## src/hw/rtl/gose_pkg.sv

```systemverilog
// ---------------------------------------------------------------------------
// gose_pkg: shared types and constants for the ground outline span extractor
// Result codes, screen geometry, queue sizing and the packet that carries
// the results of one column from the front end to the back end.
// ---------------------------------------------------------------------------
package gose_pkg;

   localparam int ScreenRows = 200;
   localparam logic [7:0] TopRow = 8'(ScreenRows - 1);

   localparam logic [9:0] ColumnsReset = 10'd320;

   localparam logic [1:0] KindHoriz = 2'd0;
   localparam logic [1:0] KindVert  = 2'd1;
   localparam logic [1:0] KindDone  = 2'd2;

   localparam int SlotCount      = 3;
   localparam int QueueDepth     = 2;
   localparam int QueuePtrWidth  = (QueueDepth > 1) ? $clog2(QueueDepth) : 1;
   localparam int QueueCntWidth  = $clog2(QueueDepth + 1);

   typedef struct packed {
      logic [1:0]  kind;
      logic [9:0]  column;
      logic [7:0]  row;
      logic [10:0] length;
   } result_type;

   typedef struct packed {
      logic [1:0]                  count;
      result_type [SlotCount-1:0]  slot;
   } packet_type;

endpackage

```

## src/hw/rtl/gose_front.sv

```systemverilog
// ---------------------------------------------------------------------------
// gose_front: sample intake and column classification
// Holds the profile state, classifies each column and packs the results it
// causes into one packet for the queue.
// ---------------------------------------------------------------------------
module gose_front (
   input  logic                 clock,
   input  logic                 reset,
   input  logic                 req_valid,
   output logic                 req_ready,
   input  logic [15:0]          req_height,
   input  logic                 csr_valid,
   input  logic [9:0]           csr_columns,
   output logic                 push_valid,
   input  logic                 push_ready,
   output gose_pkg::packet_type push_data
);

   logic [9:0] columns_ff, columns_in;
   logic [7:0] left_ff, left_in;
   logic [7:0] centre_ff, centre_in;
   logic       run_open_ff, run_open_in;
   logic [9:0] run_start_ff, run_start_in;
   logic [9:0] run_stop_ff, run_stop_in;
   logic [7:0] run_level_ff, run_level_in;
   logic [9:0] count_ff, count_in;
   logic       primed_ff, primed_in;

   logic                    accept;
   logic [7:0]              h;
   logic [7:0]              y0_lc, y0;
   logic                    at_min, extend, emit_old, at_end, flush;
   logic [9:0]              count_next;
   gose_pkg::result_type    cand [4];
   logic [3:0]              cand_valid;
   logic [1:0]              n;
   gose_pkg::packet_type    pkt;

   assign accept    = req_valid && push_ready;
   assign req_ready = push_ready;

   // clamp to the top screen row
   assign h = (req_height > 16'(gose_pkg::TopRow)) ? gose_pkg::TopRow : req_height[7:0];

   assign y0_lc      = (left_ff < centre_ff) ? left_ff : centre_ff;
   assign y0         = (h < y0_lc) ? h : y0_lc;
   assign at_min     = (y0 == centre_ff);
   assign extend     = at_min && run_open_ff && (run_level_ff == centre_ff);
   assign emit_old   = run_open_ff && !extend;
   assign count_next = count_ff + 10'd1;
   assign at_end     = (count_next == columns_ff);
   assign flush      = at_end && at_min;

   always_comb begin
      run_start_in = run_start_ff;
      run_stop_in  = run_stop_ff;
      run_level_in = run_level_ff;
      if (at_min) begin
         run_stop_in = count_ff;
         if (!extend) begin
            run_start_in = count_ff;
            run_level_in = centre_ff;
         end
      end
   end

   always_comb begin
      cand[0] = '{kind: gose_pkg::KindHoriz, column: run_start_ff,
                  row: gose_pkg::TopRow - run_level_ff,
                  length: {1'b0, run_stop_ff - run_start_ff} + 11'd1};
      cand[1] = '{kind: gose_pkg::KindVert, column: count_ff,
                  row: gose_pkg::TopRow - centre_ff,
                  length: {3'b000, centre_ff - y0} + 11'd1};
      cand[2] = '{kind: gose_pkg::KindHoriz, column: run_start_in,
                  row: gose_pkg::TopRow - run_level_in,
                  length: {1'b0, run_stop_in - run_start_in} + 11'd1};
      cand[3] = '{kind: gose_pkg::KindDone, column: '0, row: '0, length: '0};
      cand_valid = {at_end, flush, !at_min, emit_old} & {4{primed_ff}};

      // pack the valid candidates in order; never more than three
      pkt = '0;
      n   = '0;
      for (int i = 0; i < 4; i++) begin
         if (cand_valid[i] && (n != 2'd3)) begin
            pkt.slot[n] = cand[i];
            n = n + 2'd1;
         end
      end
      pkt.count = n;
   end

   assign push_data  = pkt;
   assign push_valid = accept && (n != 2'd0);

   always_comb begin
      columns_in  = csr_valid ? csr_columns : columns_ff;
      left_in     = left_ff;
      centre_in   = centre_ff;
      run_open_in = run_open_ff;
      count_in    = count_ff;
      primed_in   = primed_ff;
      if (accept) begin
         if (!primed_ff) begin
            left_in   = h;
            centre_in = h;
            count_in  = '0;
            primed_in = 1'b1;
         end else begin
            left_in   = centre_ff;
            centre_in = h;
            if (at_end) begin
               run_open_in = 1'b0;
               count_in    = '0;
               primed_in   = 1'b0;
            end else begin
               run_open_in = at_min;
               count_in    = count_next;
            end
         end
      end
   end

   always_ff @(posedge clock) begin
      if (reset) begin
         columns_ff   <= gose_pkg::ColumnsReset;
         left_ff      <= '0;
         centre_ff    <= '0;
         run_open_ff  <= 1'b0;
         run_start_ff <= '0;
         run_stop_ff  <= '0;
         run_level_ff <= '0;
         count_ff     <= '0;
         primed_ff    <= 1'b0;
      end else begin
         columns_ff  <= columns_in;
         left_ff     <= left_in;
         centre_ff   <= centre_in;
         run_open_ff <= run_open_in;
         count_ff    <= count_in;
         primed_ff   <= primed_in;
         if (accept && primed_ff) begin
            run_start_ff <= run_start_in;
            run_stop_ff  <= run_stop_in;
            run_level_ff <= run_level_in;
         end
      end
   end

endmodule

```

## src/hw/rtl/gose_queue.sv

```systemverilog
// ---------------------------------------------------------------------------
// gose_queue: packet queue between front and back end
// Small register FIFO of column packets.
// ---------------------------------------------------------------------------
module gose_queue (
   input  logic                 clock,
   input  logic                 reset,
   input  logic                 push_valid,
   output logic                 push_ready,
   input  gose_pkg::packet_type push_data,
   output logic                 head_valid,
   output gose_pkg::packet_type head_data,
   input  logic                 pop
);

   gose_pkg::packet_type                  entry_ff [gose_pkg::QueueDepth];
   logic [gose_pkg::QueuePtrWidth-1:0]    wr_ptr_ff, wr_ptr_in;
   logic [gose_pkg::QueuePtrWidth-1:0]    rd_ptr_ff, rd_ptr_in;
   logic [gose_pkg::QueueCntWidth-1:0]    fill_ff, fill_in;
   logic                                  do_push, do_pop;

   assign push_ready = (fill_ff != gose_pkg::QueueCntWidth'(gose_pkg::QueueDepth));
   assign head_valid = (fill_ff != '0);
   assign head_data  = entry_ff[rd_ptr_ff];
   assign do_push    = push_valid && push_ready;
   assign do_pop     = pop && head_valid;

   function automatic logic [gose_pkg::QueuePtrWidth-1:0] ptr_inc(
      input logic [gose_pkg::QueuePtrWidth-1:0] p);
      if (p == gose_pkg::QueuePtrWidth'(gose_pkg::QueueDepth - 1)) return '0;
      return p + 1'b1;
   endfunction

   always_comb begin
      wr_ptr_in = do_push ? ptr_inc(wr_ptr_ff) : wr_ptr_ff;
      rd_ptr_in = do_pop ? ptr_inc(rd_ptr_ff) : rd_ptr_ff;
      fill_in   = fill_ff;
      if (do_push && !do_pop) fill_in = fill_ff + 1'b1;
      else if (!do_push && do_pop) fill_in = fill_ff - 1'b1;
   end

   always_ff @(posedge clock) begin
      if (reset) begin
         wr_ptr_ff <= '0;
         rd_ptr_ff <= '0;
         fill_ff   <= '0;
      end else begin
         wr_ptr_ff <= wr_ptr_in;
         rd_ptr_ff <= rd_ptr_in;
         fill_ff   <= fill_in;
      end
   end

   always_ff @(posedge clock) begin
      if (do_push) entry_ff[wr_ptr_ff] <= push_data;
   end

endmodule

```

## src/hw/rtl/gose_back.sv

```systemverilog
// ---------------------------------------------------------------------------
// gose_back: result sequencer
// Walks the slots of the head packet into the output register, one result
// per transfer, and flags the last one of each packet.
// ---------------------------------------------------------------------------
module gose_back (
   input  logic                 clock,
   input  logic                 reset,
   input  logic                 head_valid,
   input  gose_pkg::packet_type head_data,
   output logic                 pop,
   output logic                 rsp_valid,
   input  logic                 rsp_ready,
   output logic [1:0]           rsp_kind,
   output logic [9:0]           rsp_column,
   output logic [7:0]           rsp_row,
   output logic [10:0]          rsp_length,
   output logic                 rsp_last_of_step
);

   logic                 valid_ff, valid_in;
   logic [1:0]           pos_ff, pos_in;
   gose_pkg::result_type res_ff;
   logic                 last_ff;
   logic                 load, last;

   assign load = head_valid && (!valid_ff || rsp_ready);
   assign last = (pos_ff == head_data.count - 2'd1);
   assign pop  = load && last;

   always_comb begin
      valid_in = valid_ff;
      pos_in   = pos_ff;
      if (load) begin
         valid_in = 1'b1;
         pos_in   = last ? 2'd0 : pos_ff + 2'd1;
      end else if (rsp_ready) begin
         valid_in = 1'b0;
      end
   end

   always_ff @(posedge clock) begin
      if (reset) begin
         valid_ff <= 1'b0;
         pos_ff   <= '0;
      end else begin
         valid_ff <= valid_in;
         pos_ff   <= pos_in;
      end
   end

   always_ff @(posedge clock) begin
      if (load) begin
         res_ff  <= head_data.slot[pos_ff];
         last_ff <= last;
      end
   end

   assign rsp_valid        = valid_ff;
   assign rsp_kind         = res_ff.kind;
   assign rsp_column       = res_ff.column;
   assign rsp_row          = res_ff.row;
   assign rsp_length       = res_ff.length;
   assign rsp_last_of_step = last_ff;

endmodule

```

## src/hw/rtl/ground_outline_span_extract.sv

```systemverilog
// ---------------------------------------------------------------------------
// ground_outline_span_extract: terrain profile to outline spans
// Path: with the queue and output register empty, a sample's first result
// is written into the queue as the sample transfers, then loaded into the
// output register and offered there. Throughput: one sample per cycle while
// each sample yields at most one result and results are taken; the single
// result channel moves one result per cycle while rsp_ready is high.
// Reset: synchronous; clears profile state and queue, columns returns to 320.
// ---------------------------------------------------------------------------
module ground_outline_span_extract (
   input  logic        clock,
   input  logic        reset,
   // sample channel
   input  logic        req_valid,
   output logic        req_ready,
   input  logic [15:0] req_height,
   // result channel
   output logic        rsp_valid,
   input  logic        rsp_ready,
   output logic [1:0]  rsp_kind,
   output logic [9:0]  rsp_column,
   output logic [7:0]  rsp_row,
   output logic [10:0] rsp_length,
   output logic        rsp_last_of_step,
   // columns register write channel
   input  logic        csr_valid,
   output logic        csr_ready,
   input  logic [9:0]  csr_columns
);

   // Front end: clamps the sample, tracks left/centre heights and the open
   // run, and packs up to three results (old run, vertical step, flush/done)
   // into one packet for each sample that yields a result.
   logic                 push_valid, push_ready;
   gose_pkg::packet_type push_data;

   // Back end reads the head packet slot by slot.
   logic                 head_valid, pop;
   gose_pkg::packet_type head_data;

   // Register writes are always taken; they are to arrive only while idle, which the block itself does not enforce.
   assign csr_ready = 1'b1;

   gose_front u_front (
      .clock       (clock),
      .reset       (reset),
      .req_valid   (req_valid),
      .req_ready   (req_ready),
      .req_height  (req_height),
      .csr_valid   (csr_valid),
      .csr_columns (csr_columns),
      .push_valid  (push_valid),
      .push_ready  (push_ready),
      .push_data   (push_data)
   );

   // Decouples the sample side from the result side so either may stall.
   gose_queue u_queue (
      .clock      (clock),
      .reset      (reset),
      .push_valid (push_valid),
      .push_ready (push_ready),
      .push_data  (push_data),
      .head_valid (head_valid),
      .head_data  (head_data),
      .pop        (pop)
   );

   // Output register; the next result loads as the current one transfers.
   gose_back u_back (
      .clock            (clock),
      .reset            (reset),
      .head_valid       (head_valid),
      .head_data        (head_data),
      .pop              (pop),
      .rsp_valid        (rsp_valid),
      .rsp_ready        (rsp_ready),
      .rsp_kind         (rsp_kind),
      .rsp_column       (rsp_column),
      .rsp_row          (rsp_row),
      .rsp_length       (rsp_length),
      .rsp_last_of_step (rsp_last_of_step)
   );

endmodule

```

## config.mk

```make
export PLATFORM = sky130hd
export DESIGN_NAME = ground_outline_span_extract
export DESIGN_NICKNAME = d
export VERILOG_FILES = /design/src/hw/rtl/gose_pkg.sv /design/src/hw/rtl/gose_front.sv /design/src/hw/rtl/gose_queue.sv /design/src/hw/rtl/gose_back.sv /design/src/hw/rtl/ground_outline_span_extract.sv
export SDC_FILE = /design/constraint.sdc
export NUM_CORES = 1
export LEC_CHECK = 0
export BUFFER_PORTS_ARGS = -buffer_cell sky130_fd_sc_hd__clkbuf_2
export CAP_MARGIN = 10
export CORE_MARGIN = 2
export CORE_UTILIZATION = 64
export CTS_BUF_LIST = sky130_fd_sc_hd__clkbuf_2
export DETAILED_ROUTE_END_ITERATION = 10
export PLACE_DENSITY = 0.89
export SLEW_MARGIN = 20
export SYNTH_ARGS = -nofsm -noshare
export SYNTH_HDL_FRONTEND = slang
export SYNTH_SLANG_ARGS = --single-unit
```

## constraint.sdc

```tcl
create_clock -name clock -period 31.1 [get_ports clock]
set_input_delay 7.775 -clock clock [delete_from_list [all_inputs] [get_ports clock]]
set_output_delay 7.775 -clock clock [all_outputs]
set_load 0.01 [all_outputs]
```

==> impl_metrics.env <==
export IMPL_critPathLaunchType="input pin"
export IMPL_layout_commonest_cell="edfxtp_1"
export IMPL_grt_start_max_net_pins=82
export IMPL_syn_nets=1506
export IMPL_yosysSeqAreaShare_pct=52.23
export IMPL_setup_ws_ns=14.06
export IMPL_setup_violations=0
export IMPL_worstMarginPinSlew_ns=1.088
export IMPL_slew_violations=0
export IMPL_cp_data_arrival_time_ns=17.47
export IMPL_antenna_found_initial=1
export IMPL_cts_buffers=73
export IMPL_hpwl_um=27810
export IMPL_period_minus_slack_ns=17.04
export IMPL_crit_top_cell="nor2_1"
export IMPL_avgSynthCellArea_um2=10.92
export IMPL_grt_ovfl_total=0
export IMPL_reg2reg_slack_ns=19.29
export IMPL_dr_pass1_iters=6
export IMPL_r2r_end="u_queue.entry_ff[0][69]"
export IMPL_gp_congestion=1.016
export IMPL_rsz0062_at_grt="false"
export IMPL_stdcell_count=1867
export IMPL_post_dp_cell_area_um2=16050
export IMPL_stdcell_area_um2=16680
export IMPL_drc=0
export IMPL_slew_headroom_pct=27.49
export IMPL_min_to="u_front.left_ff[1]"
export IMPL_first_global_vias=11380
export IMPL_final_period_utilization_pct=54.78
export IMPL_antenna_left=0
export IMPL_layout_drive_gt1_share_pct=17.13
export IMPL_hold_violations=0
export IMPL_p_leak_nw=6.186
export IMPL_root_buffer="clkbuf_2"
export IMPL_ys_types=81
export IMPL_ios=66
export IMPL_whs_ns=0.5073
export IMPL_max_freq_ghz=0.05869
export IMPL_synth_edf_count=220
export IMPL_hp_start="u_front.left_ff[1]"
export IMPL_synth_top_area_share_pct=42.66
export IMPL_worstPathRequired_ns=31.53
export IMPL_gr_usage_all_layers_pct=30.47
export IMPL_ir_drop_mv=0.03545
export IMPL_drt_iter0_markers=1346
export IMPL_grt_pass1_wl_um=60610
export IMPL_ys_ff_latch=294
export IMPL_clk_pin_slew_ns=0.09
export IMPL_power_density_nw_per_um2=78.98
export IMPL_htree_levels=3
export IMPL_rows=56
export IMPL_clk_latency_ns=0.88
export IMPL_yosys_warnings=0
export IMPL_multi_input_area_um2=6728
export IMPL_io_buffers=64
export IMPL_hold_class="flip-flop to flip-flop"
export IMPL_slowest_delay_ns=0.95
export IMPL_die_w_um=159.5
export IMPL_critPathSlowestCell="buf_4"
export IMPL_cap_violations=0
export IMPL_wirelength_um=38640
export IMPL_fin_setup_tns_ns=0
export IMPL_outcome="completed"
export IMPL_synth_ff_type="edfxtp_1"
export IMPL_wire_per_inst_um=20.70
export IMPL_die_h_um=159.5
export IMPL_fillers=1702
export IMPL_reg2regPathDepth=30
export IMPL_cts_resized=0
export IMPL_core_um2=23610
export IMPL_synth_area_leaders="edfxtp_1, dfxtp_1, nor2_1"
export IMPL_cp_max_fo=81
export IMPL_dp_cells=1741
export IMPL_synthCells=1418
export IMPL_path_class="input pin to flip-flop"
export IMPL_async_flop_share_pct=0
export IMPL_areaGrowthSynthToFinish_pct=7.708
export IMPL_nNetsFinal=1585
export IMPL_hold_buffers=0
export IMPL_fin_skew_ns=0.1069
export IMPL_place_ws_ns=13.43
export IMPL_clockBufferDepth=3
export IMPL_tritoncts="done"
export IMPL_most_common_layout_cells="edfxtp_1, nor2_1, clkbuf_2"
export IMPL_clock_sinks=294
export IMPL_routed_via_density=6.280
export IMPL_register_area_um2=8092
export IMPL_via_count=11730
export IMPL_netlist_area_um2=15480
export IMPL_hold_depth=2
export IMPL_cp_end_kind="flip-flop"
export IMPL_postCtsSetupBuffers=0
export IMPL_design_die_area_um2=25450
export IMPL_post_synth_top_area_cell="edfxtp_1"
export IMPL_r2r_start="u_front.centre_ff[7]"
export IMPL_initial_core_util_pct=65.58
-- critical path: cells and delay by family --
kind | cells | cell delay [ns]
adders and majority gates | 4 | 1.24
and+or+nand+nor | 17 | 5.27
xor gates and xnor gates | 1 | 0.44
buffers and inverters | 4 | 1.21
muxes | 2 | 0.75
AOI/OAI and AO/OA | 2 | 0.70
-- where the power goes --
group	internal [mW]	total [mW]	switching, mW
combinational	0.212	0.541	0.329
sequential	0.499	0.530	0.0316
clock	0.0929	0.246	0.153
-- cell usage after synthesis (3+ instances only) --
| cell type | number |
|---|---|
| inv_1 | 97 |
| clkbuf_1 | 62 |
| mux2i_1 | 70 |
| nor4_1 | 4 |
| mux4_2 | 31 |
| or3_1 | 9 |
| a21o_1 | 10 |
| nand2b_1 | 13 |
| o211ai_1 | 6 |
| and3_1 | 9 |
| nand4_1 | 12 |
| a211oi_1 | 26 |
| dfxtp_1 | 74 |
| nor2b_1 | 18 |
| nor2_1 | 189 |
| nand3_1 | 32 |
| nor3_1 | 31 |
| and2_1 | 10 |
| nand2_1 | 100 |
| a21oi_1 | 67 |
| buf_1 | 13 |
| o22ai_1 | 42 |
| mux2_2 | 8 |
| xor2_1 | 31 |
| xnor2_1 | 42 |
| fa_1 | 3 |
| a22oi_1 | 14 |
| ha_1 | 54 |
| o21bai_1 | 3 |
| o21ai_0 | 52 |
| a211o_1 | 5 |
| edfxtp_1 | 220 |
-- worst max path at each step --
stage,from,to,slack (ns),depth (start not counted)
after floorplan,req_height[5],u_queue.entry_ff[0][0],9.99,29
after global placement,req_height[15],u_queue.entry_ff[0][65],13.81,30
after detailed placement,req_height[10],u_queue.entry_ff[0][66],13.43,30
after CTS,req_height[10],u_queue.entry_ff[0][69],14.27,30
after global routing,req_height[10],u_queue.entry_ff[0][4],13.32,30
final,req_height[10],u_queue.entry_ff[0][69],14.06,30
-- cells by family (layout without fill, tap and decap cells) --
kind of cell / after synthesis / after routing / synth area share, %
compound gates: 262 / 262 / 11.53
flops: 294 / 294 / 52.23
simple gates: 442 / 442 / 12.98
xor+xnor: 74 / 74 / 4.234
buf+inv: 177 / 306 / 4.387
mux: 111 / 111 / 9.858
fa+ha+maj: 57 / 57 / 4.751
other cells: 1 / 2 / 0.02422
-- registers in the layout (all words and copies together), names as in the netlist, 8 cells and up, named ones only --
| name | cells |
|---|---|
| u_front.centre_ff | 8 |
| u_back.rsp_row | 8 |
| u_back.rsp_length | 11 |
| u_front.columns_ff | 10 |
| u_front.count_ff | 10 |
| u_queue.entry_ff | 188 |
| u_front.run_stop_ff | 10 |
| u_front.left_ff | 8 |
| u_front.run_level_ff | 8 |
| u_front.run_start_ff | 10 |
| u_back.rsp_column | 10 |
-- per-layer routing --
layer | vias up | wire length, um | share of wire, % | track usage [%]
met5 | - | 0 | 0 | 0
met4 | 0 | 1366 | 3.5 | 12.93
met3 | 124 | 3856 | 10 | 5.470
met2 | 721 | 18550 | 48 | 49.39
met1 | 5561 | 14870 | 38 | 40.81
li1 | 5319 | - | - | -
-- cell type report --
| cell class | count | area share, % |
|---|---|---|
| sequential | 294 | 48.51 |
| multi-input combinational | 947 | 40.34 |
| clock buffer | 107 | 3.211 |
| timing repair buffer | 82 | 2.731 |
| tap | 319 | 2.393 |
| inverter | 99 | 2.228 |
| clock inverter | 18 | 0.5701 |
| antenna | 1 | 0.01500 |
-- through the flow --
step,utilization [%],power [mW]
final,70.63,1.317
after global routing,70.63,1.384
after CTS,70.62,1.312
after detailed placement,67.95,1.069
after global placement,67.95,1.050
after floorplan,-,0.9230
Note: power is estimated with default switching activity, not from simulation.
